[config.mk]
export PLATFORM = sky130hd
export DESIGN_NAME = bresenham_line_rasterizer
export DESIGN_NICKNAME = d
export VERILOG_FILES = /design/src/design/brl_pkg.sv /design/src/design/brl_front.sv /design/src/design/brl_queue.sv /design/src/design/brl_back.sv /design/src/design/bresenham_line_rasterizer.sv
export SDC_FILE = /design/constraint.sdc
export NUM_CORES = 1
export LEC_CHECK = 0
export ABC_AREA = 0
export ABC_CLOCK_PERIOD_IN_PS = 16200
export BUFFER_PORTS_ARGS = -buffer_cell sky130_fd_sc_hd__buf_2
export CAP_MARGIN = 40
export CORE_MARGIN = 2
export CORE_UTILIZATION = 45
export CTS_CLUSTER_SIZE = 16
export DETAILED_ROUTE_END_ITERATION = 10
export HOLD_SLACK_MARGIN = 0.05
export REMOVE_ABC_BUFFERS = 1
export SKIP_CTS_REPAIR_TIMING = 1
export SYNTH_ARGS = -nofsm -noshare
export SYNTH_HDL_FRONTEND = slang
export SYNTH_SLANG_ARGS = --single-unit
[constraint.sdc]
create_clock -name aclk -period 16.2 [get_ports aclk]
set_input_delay 1.62 -clock aclk [delete_from_list [all_inputs] [get_ports aclk]]
set_output_delay 1.62 -clock aclk [all_outputs]
set_load 0.1 [all_outputs]
[src/design/brl_pkg.sv]
package brl_pkg;

    // Kind of an input word, carried on s_tuser
    typedef enum logic [0:0] {
        OP_START = 1'b0,
        OP_STEP  = 1'b1
    } op_t;

    // Control bits of one queued command
    typedef struct packed {
        logic y_down;
        logic x_major;
        op_t  op;
    } brl_ctrl_t;

    localparam int CTRL_W = $bits(brl_ctrl_t);

endpackage

[src/design/brl_front.sv]
module brl_front #(
    parameter int COORD_BITS = 16,
    parameter int CMD_W      = 3 + 7 * 16 + 9
) (
    input  logic                      aclk,
    input  logic                      aresetn,
    input  logic                      in_valid,
    output logic                      in_ready,
    input  brl_pkg::op_t              in_op,
    input  logic signed [COORD_BITS-1:0] in_start_x,
    input  logic signed [COORD_BITS-1:0] in_start_y,
    input  logic signed [COORD_BITS-1:0] in_end_x,
    input  logic signed [COORD_BITS-1:0] in_end_y,
    output logic                      cmd_valid,
    input  logic                      cmd_ready,
    output logic [CMD_W-1:0]          cmd_data
);

    localparam int N  = COORD_BITS;
    localparam int DW = COORD_BITS + 3;

    logic                  valid_reg, valid_next;
    brl_pkg::op_t          op_reg;
    logic signed [N-1:0]   ax_reg, ay_reg, bx_reg, by_reg;
    logic [N-1:0]          dx_reg;
    logic signed [N:0]     dy_reg;

    logic                  swap;
    logic signed [N-1:0]   ax_in, ay_in, bx_in, by_in;
    logic [N:0]            dx_wide;

    logic                  y_down, x_major;
    logic [N:0]            dy_neg;
    logic [N-1:0]          ady, major, minor;
    logic signed [DW-1:0]  minor2, major1, major2, decision, inc_keep, inc_move;
    brl_pkg::brl_ctrl_t    ctrl;

    // Accept when the stage is empty or its word moves into the queue
    assign in_ready   = !valid_reg || cmd_ready;
    assign valid_next = in_ready ? in_valid : valid_reg;

    // Order endpoints so that x rises, then y on equal x
    assign swap  = (in_start_x > in_end_x) ||
                   ((in_start_x == in_end_x) && (in_start_y > in_end_y));
    assign ax_in = swap ? in_end_x   : in_start_x;
    assign ay_in = swap ? in_end_y   : in_start_y;
    assign bx_in = swap ? in_start_x : in_end_x;
    assign by_in = swap ? in_start_y : in_end_y;
    assign dx_wide = {bx_in[N-1], bx_in} - {ax_in[N-1], ax_in};

    always_ff @(posedge aclk) begin
        if (!aresetn) begin
            valid_reg <= 1'b0;
        end else begin
            valid_reg <= valid_next;
        end
    end

    // Hold ordered endpoints and raw deltas
    always_ff @(posedge aclk) begin
        if (in_ready && in_valid) begin
            op_reg <= in_op;
            ax_reg <= ax_in;
            ay_reg <= ay_in;
            bx_reg <= bx_in;
            by_reg <= by_in;
            dx_reg <= dx_wide[N-1:0];
            dy_reg <= signed'({by_in[N-1], by_in} - {ay_in[N-1], ay_in});
        end
    end

    // Fix major axis, direction and decision terms
    assign y_down  = dy_reg[N];
    assign dy_neg  = (~dy_reg) + {{N{1'b0}}, 1'b1};
    assign ady     = y_down ? dy_neg[N-1:0] : dy_reg[N-1:0];
    assign x_major = dx_reg > ady;
    assign major   = x_major ? dx_reg : ady;
    assign minor   = x_major ? ady : dx_reg;
    assign minor2  = signed'({{(DW-N-1){1'b0}}, minor, 1'b0});
    assign major1  = signed'({{(DW-N){1'b0}}, major});
    assign major2  = signed'({{(DW-N-1){1'b0}}, major, 1'b0});
    assign decision = minor2 - major1;
    assign inc_keep = minor2;
    assign inc_move = minor2 - major2;

    always_comb begin
        ctrl.y_down  = y_down;
        ctrl.x_major = x_major;
        ctrl.op      = op_reg;
    end

    assign cmd_valid = valid_reg;
    assign cmd_data  = {inc_move, inc_keep, decision, by_reg, bx_reg, ay_reg, ax_reg, ctrl};

endmodule

[src/design/brl_queue.sv]
module brl_queue #(
    parameter int WIDTH = 8
) (
    input  logic             aclk,
    input  logic             aresetn,
    input  logic             push_valid,
    output logic             push_ready,
    input  logic [WIDTH-1:0] push_data,
    output logic             pop_valid,
    input  logic             pop_ready,
    output logic [WIDTH-1:0] pop_data
);

    localparam int DEPTH = 2;

    logic [WIDTH-1:0] mem_reg [DEPTH];
    logic             wr_ptr_reg, wr_ptr_next;
    logic             rd_ptr_reg, rd_ptr_next;
    logic [1:0]       count_reg, count_next;
    logic             push, pop;

    assign push_ready = count_reg != 2'(DEPTH);
    assign pop_valid  = count_reg != 2'd0;
    assign push       = push_valid && push_ready;
    assign pop        = pop_valid && pop_ready;
    assign pop_data   = mem_reg[rd_ptr_reg];

    // Advance pointers and occupancy
    always_comb begin
        wr_ptr_next = push ? !wr_ptr_reg : wr_ptr_reg;
        rd_ptr_next = pop ? !rd_ptr_reg : rd_ptr_reg;
        count_next  = count_reg;
        if (push && !pop) begin
            count_next = count_reg + 2'd1;
        end else if (pop && !push) begin
            count_next = count_reg - 2'd1;
        end
    end

    always_ff @(posedge aclk) begin
        if (!aresetn) begin
            wr_ptr_reg <= 1'b0;
            rd_ptr_reg <= 1'b0;
            count_reg  <= 2'd0;
        end else begin
            wr_ptr_reg <= wr_ptr_next;
            rd_ptr_reg <= rd_ptr_next;
            count_reg  <= count_next;
        end
    end

    // Store incoming word
    always_ff @(posedge aclk) begin
        if (push) begin
            mem_reg[wr_ptr_reg] <= push_data;
        end
    end

endmodule

[src/design/brl_back.sv]
module brl_back #(
    parameter int COORD_BITS = 16,
    parameter int CMD_W      = 3 + 7 * 16 + 9
) (
    input  logic                      aclk,
    input  logic                      aresetn,
    input  logic                      cmd_valid,
    output logic                      cmd_ready,
    input  logic [CMD_W-1:0]          cmd_data,
    output logic                      out_valid,
    input  logic                      out_ready,
    output logic [COORD_BITS-1:0]     out_x,
    output logic [COORD_BITS-1:0]     out_y,
    output logic                      out_last
);

    localparam int N     = COORD_BITS;
    localparam int DW    = COORD_BITS + 3;
    localparam int AX_LO = brl_pkg::CTRL_W;
    localparam int AY_LO = AX_LO + N;
    localparam int BX_LO = AY_LO + N;
    localparam int BY_LO = BX_LO + N;
    localparam int DC_LO = BY_LO + N;
    localparam int IK_LO = DC_LO + DW;
    localparam int IM_LO = IK_LO + DW;

    brl_pkg::brl_ctrl_t    ctrl;
    logic                  take, start, emit, last;

    logic                  active_reg, active_next;
    logic                  out_valid_reg, out_valid_next;
    logic [N-1:0]          cur_x_reg, cur_y_reg, stop_x_reg, stop_y_reg;
    logic signed [DW-1:0]  decision_reg, inc_keep_reg, inc_move_reg;
    logic                  x_major_reg, y_down_reg;
    logic [N-1:0]          out_x_reg, out_y_reg;
    logic                  out_last_reg;

    logic                  keep;
    logic [N-1:0]          y_stepped, x_stepped;

    assign ctrl      = brl_pkg::brl_ctrl_t'(cmd_data[brl_pkg::CTRL_W-1:0]);
    assign cmd_ready = !out_valid_reg || out_ready;
    assign take      = cmd_valid && cmd_ready;
    assign start     = take && (ctrl.op == brl_pkg::OP_START);
    assign emit      = take && (ctrl.op == brl_pkg::OP_STEP) && active_reg;
    assign last      = x_major_reg ? (cur_x_reg == stop_x_reg) : (cur_y_reg == stop_y_reg);

    assign keep      = decision_reg <= 0;
    assign x_stepped = cur_x_reg + {{(N-1){1'b0}}, 1'b1};
    assign y_stepped = y_down_reg ? cur_y_reg - {{(N-1){1'b0}}, 1'b1}
                                  : cur_y_reg + {{(N-1){1'b0}}, 1'b1};

    // Line and output control
    always_comb begin
        active_next = active_reg;
        if (start) begin
            active_next = 1'b1;
        end else if (emit && last) begin
            active_next = 1'b0;
        end
        out_valid_next = emit || (out_valid_reg && !out_ready);
    end

    always_ff @(posedge aclk) begin
        if (!aresetn) begin
            active_reg    <= 1'b0;
            out_valid_reg <= 1'b0;
        end else begin
            active_reg    <= active_next;
            out_valid_reg <= out_valid_next;
        end
    end

    // Load a new line or plot, then decide
    always_ff @(posedge aclk) begin
        if (start) begin
            cur_x_reg    <= cmd_data[AX_LO +: N];
            cur_y_reg    <= cmd_data[AY_LO +: N];
            stop_x_reg   <= cmd_data[BX_LO +: N];
            stop_y_reg   <= cmd_data[BY_LO +: N];
            decision_reg <= signed'(cmd_data[DC_LO +: DW]);
            inc_keep_reg <= signed'(cmd_data[IK_LO +: DW]);
            inc_move_reg <= signed'(cmd_data[IM_LO +: DW]);
            x_major_reg  <= ctrl.x_major;
            y_down_reg   <= ctrl.y_down;
        end else if (emit && !last) begin
            decision_reg <= decision_reg + (keep ? inc_keep_reg : inc_move_reg);
            if (x_major_reg) begin
                cur_x_reg <= x_stepped;
                if (!keep) begin
                    cur_y_reg <= y_stepped;
                end
            end else begin
                cur_y_reg <= y_stepped;
                if (!keep) begin
                    cur_x_reg <= x_stepped;
                end
            end
        end
    end

    // Capture the plotted pixel
    always_ff @(posedge aclk) begin
        if (emit) begin
            out_x_reg    <= cur_x_reg;
            out_y_reg    <= cur_y_reg;
            out_last_reg <= last;
        end
    end

    assign out_valid = out_valid_reg;
    assign out_x     = out_x_reg;
    assign out_y     = out_y_reg;
    assign out_last  = out_last_reg;

endmodule

[src/design/bresenham_line_rasterizer.sv]
// A step word accepted on s_ goes through the endpoint setup register, the command
// queue and the output register, in that order, before its pixel appears on m_.
// Throughput: one word per cycle unless m_tready stalls; one stepper pass per pixel.
// A start word gives no pixel; a step word while no line is active is dropped.
// Reset: aresetn low at a clock edge empties the setup stage, queue and output
// register and leaves the block with no active line.
module bresenham_line_rasterizer #(
    parameter int COORD_BITS = 16
) (
    input  logic                               aclk,
    input  logic                               aresetn,
    input  logic                               s_tvalid,
    output logic                               s_tready,
    // start_x, start_y, end_x, end_y from bit 0 up, zero padded to bytes
    input  logic [((4*COORD_BITS+7)/8)*8-1:0]  s_tdata,
    // operation
    input  logic [0:0]                         s_tuser,
    output logic                               m_tvalid,
    input  logic                               m_tready,
    // pixel_x, pixel_y from bit 0 up, zero padded to bytes
    output logic [((2*COORD_BITS+7)/8)*8-1:0]  m_tdata,
    output logic                               m_tlast
);

    localparam int N       = COORD_BITS;
    localparam int DW      = COORD_BITS + 3;
    localparam int CMD_W   = brl_pkg::CTRL_W + 4 * N + 3 * DW;
    localparam int M_W     = ((2 * COORD_BITS + 7) / 8) * 8;

    logic             q_in_valid, q_in_ready;
    logic [CMD_W-1:0] q_in_data;
    logic             q_out_valid, q_out_ready;
    logic [CMD_W-1:0] q_out_data;
    logic [N-1:0]     pix_x, pix_y;

    brl_front #(
        .COORD_BITS (COORD_BITS),
        .CMD_W      (CMD_W)
    ) u_front (
        .aclk       (aclk),
        .aresetn    (aresetn),
        .in_valid   (s_tvalid),
        .in_ready   (s_tready),
        .in_op      (brl_pkg::op_t'(s_tuser[0])),
        .in_start_x (signed'(s_tdata[0 +: N])),
        .in_start_y (signed'(s_tdata[N +: N])),
        .in_end_x   (signed'(s_tdata[2*N +: N])),
        .in_end_y   (signed'(s_tdata[3*N +: N])),
        .cmd_valid  (q_in_valid),
        .cmd_ready  (q_in_ready),
        .cmd_data   (q_in_data)
    );

    brl_queue #(
        .WIDTH (CMD_W)
    ) u_queue (
        .aclk       (aclk),
        .aresetn    (aresetn),
        .push_valid (q_in_valid),
        .push_ready (q_in_ready),
        .push_data  (q_in_data),
        .pop_valid  (q_out_valid),
        .pop_ready  (q_out_ready),
        .pop_data   (q_out_data)
    );

    brl_back #(
        .COORD_BITS (COORD_BITS),
        .CMD_W      (CMD_W)
    ) u_back (
        .aclk      (aclk),
        .aresetn   (aresetn),
        .cmd_valid (q_out_valid),
        .cmd_ready (q_out_ready),
        .cmd_data  (q_out_data),
        .out_valid (m_tvalid),
        .out_ready (m_tready),
        .out_x     (pix_x),
        .out_y     (pix_y),
        .out_last  (m_tlast)
    );

    assign m_tdata = M_W'({pix_y, pix_x});

endmodule
==> impl_metrics.py <==
metrics = {
    "yosys": {
        "netlist.area_leader.share": 0.5761,
        "synth-edff-count": 485,
        "synth_largest_area_cell": "edfxtp_1",
        "async_flop_share": 0,
        "yosys_warnings": 0,
        "synthTopCellsByCount": "485 x edfxtp_1, 175 x nand2_1, 140 x o21ai_0",
        "yosys.cell_count.top_type": "edfxtp_1",
        "synth_sequential_area_ratio": 0.5825,
        "mappedNetlistArea_um2": 25280,
        "synthesis.area_per_instance_um2": 12.35,
        "yosys_cell_types": 99,
        "synth.ff_latch_count": 493,
        "synth.top_cells.by_area": "edfxtp_1 58%, ha_1 4.7%, mux2_2 4.1%, xnor2_1 3.1%, o21ai_0 2.8%",
        "syn_inst": 2047,
        "yosys_most_used_dff": "edfxtp_1",
    },
    "floorplanning": {
        "die_x_um": 241.0,
        "fp.dieArea_um2": 58090,
        "initial_core_util": 0.4571,
        "number_of_top_level_design_ports": 104,
        "die_y_um": 241.0,
        "floorplan.core_area_um2": 55310,
        "num_rows": 86,
    },
    "final_layout": {
        "nNetsFinal": 2320,
        "drive_above_1_share": 0.1603,
        "syn2layout_area_growth_pct": 12.37,
        "area_used_by_multi_input_combinational_logic_um2": 9893,
        "largest_register_ffs": 236,
        "stdcell_count": 2945,
        "sequential_cell_area_um2": 14730,
        "final.fill_count": 4828,
    },
    "cts": {
        "cts.root.buffer_cell": "clkbuf_16",
        "clk_pin_slew_ns": 0.06,
        "cts_tree": "built",
        "tritoncts.num_buffers": 52,
        "clock_latency_ns": 0.62,
        "clk_sink_count": 493,
        "count_of_h_tree_levels_built_during_cts": 2,
        "max-clock-path-buffers": 3,
    },
    "route": {
        "drt_drc_violations_left": 0,
        "postRouteAntennaNets": 0,
        "routedWlPerCell_um": 20.35,
        "drt_iter0_drc": 1140,
        "drt_first_pass_iters": 5,
        "detail_route.vias_per_cell": 5.636,
        "num_vias": 16600,
        "total_routed_wirelength_um": 59930,
    },
    "min_path": {
        "worst_hold_startpoint": "u_front.by_reg[6]",
        "hold_path.class": "flop to flop",
    },
    "timing": {
        "worst_hold_slack_ns": 0.4395,
        "hold_fails_final_rpt": 0,
        "grt_setup_unrepaired": "no",
        "max_freq_mhz": 122.9,
        "finalWorstSetupSlack_ns": 8.065,
        "setup_violations": 0,
        "worst_slew_margin_rel": 0.3574,
        "tns_ns": 0,
        "fin_skew_ns": 0.03751,
        "layout_min_cycle_time_ns": 8.135,
        "drv_slew": 0,
        "worst_pin_slew_ns": 0.9623,
        "final.period_utilization": 0.5021,
    },
    "power_and_ir_drop": {
        "max-vdd-ir-drop_v": 0.0001002,
        "cellPowerDensity_nw_per_um2": 197.3,
        "leakagePower_nw": 10.38,
    },
    "global_route": {
        "grt_pass1_vias": 16180,
        "grt_util_all_layers": 0.2103,
        "global_route_wire_length_before_repair_um": 93520,
        "antenna_violations_before_repair": 4,
        "pin_count_of_the_biggest_net_entering_global_routing": 73,
        "global_route_total_overflow": 0,
    },
    "place": {
        "placement.setup.worst_slack_ns": 8.181,
        "numPlacedInstances": 2847,
        "globalplace.congestion": 0.8875,
        "placement.io_buffers": 103,
        "dp_hpwl_um": 42810,
    },
    "critical_path": {
        "cp_slowest_stage_delay_ns": 0.63,
        "crit_path_buf_inv_count": 3,
        "timing.critical_path.from": "u_front.dy_reg[3]",
        "cp_data_arrival_time_ns": 8.48,
        "path_class": "flop to flop",
        "critPathLaunchType": "flop",
        "worst_setup_path_end_kind": "flop",
        "r2r_startpoint": "u_front.dy_reg[3]",
        "crit_slowest_cell": "or4_1",
        "critPathMaxFanout": 72,
        "critical_path.top_delay_family": "simple AND/OR/NAND/NOR gates",
        "worst-endpoint-required_ns": 16.55,
    },
    "job": {
        "drv.max_cap_violation_count": 0,
    },
    "status": {
        "status": "finished clean",
    },
}
-- power by group --
group / internal, mW / switching [mW]
clock network: 0.670 / 0.501
logic: 0.930 / 1.44
registers: 1.91 / 0.150
total: 3.51 / 2.09
-- placed cells by master, fill, tap and decap left out, drive strengths merged, types with 9 or more instances in the layout --
| cell | n |
|---|---|
| inv | 102 |
| nor2b | 17 |
| and2 | 11 |
| nor4 | 15 |
| edfxtp | 485 |
| xor2 | 49 |
| nand3 | 37 |
| xnor2 | 90 |
| nor2 | 103 |
| a21boi | 13 |
| and3 | 17 |
| nor3 | 32 |
| buf | 129 |
| mux2 | 92 |
| a211oi | 17 |
| clkinv | 18 |
| a21oi | 103 |
| ha | 95 |
| o21a | 15 |
| nand4 | 26 |
| a21o | 25 |
| or2 | 11 |
| o21bai | 12 |
| clkbuf | 68 |
| nand2 | 175 |
| mux2i | 61 |
| o31ai | 17 |
| or3 | 16 |
| o211ai | 11 |
| maj3 | 9 |
| nand2b | 16 |
| a31oi | 17 |
| o21ai | 144 |
-- worst paths after layout --
kind | slack [ns] | to | cells past startpoint
min | 0.44 | u_queue.mem_reg[0][57] | 0
max | 8.07 | u_queue.mem_reg[0][81] | 25
min reg2reg | 0.44 | u_queue.mem_reg[0][57] | 0
max reg2reg | 8.07 | u_queue.mem_reg[0][81] | 25
-- final cells by class --
cell class	count	area share
flip-flops and latches	493	0.5185
diodes	1	0.00008809
clock inverters	29	0.009955
clock buffers	68	0.04867
well taps	748	0.03295
inverters	98	0.01304
multi-input cells	1379	0.3483
repair buffers	129	0.02854
-- routing by layer --
layer	wire (um)	part of all wire	track usage	up-vias
met4	1341	0.022	0.05499	6
met5	38	0.00063	0	-
met3	2895	0.048	0.03180	79
met2	28030	0.47	0.3407	401
met1	27620	0.46	0.2963	8155
li1	-	-	-	7956
-- cells by family (layout without fill, tap and decap cells) --
kind of cell | Yosys count | in the layout | synth area share
AND/OR/NAND/NOR | 513 | 513 | 0.1014
flip-flops | 493 | 493 | 0.5825
AO/OA/AOI/OAI | 467 | 467 | 0.1210
buffers and inverters | 175 | 324 | 0.02816
multiplexers | 153 | 153 | 0.06514
XOR/XNOR | 139 | 139 | 0.04875
adder cells (fa/ha/maj) | 107 | 107 | 0.05311
other | 0 | 1 | 0
-- per-stage QoR --
step | power, mW | utilization | instance area [um^2]
2_1_floorplan | 3.822 | - | 24940
3_3_place_gp | 4.395 | 0.4807 | 26590
3_5_place_dp | 4.462 | 0.4834 | 26740
4_1_cts | 5.653 | 0.5136 | 28400
5_1_grt | 5.987 | 0.5136 | 28410
6_report | 5.604 | 0.5136 | 28410
-- worst reg2reg max path: stages, from the launching register on --
cell	delay [ns]
edfxtp_1	0.45
or4_1	0.63
nor4b_2	0.36
nand3_1	0.19
o41ai_1	0.35
xor2_1	0.40
ha_1	0.36
nand4_1	0.28
nor3_1	0.41
nand4_1	0.37
nand2_2	0.16
buf_4	0.53
nand2_1	0.11
o21ai_0	0.13
inv_1	0.09
fa_1	0.39
inv_1	0.13
a21oi_1	0.09
maj3_1	0.37
or4b_1	0.49
a31oi_2	0.33
maj3_2	0.30
o31a_1	0.19
a311oi_2	0.19
nor4bb_1	0.19
or3_1	0.37
Note: power is estimated with default switching activity, not from simulation.
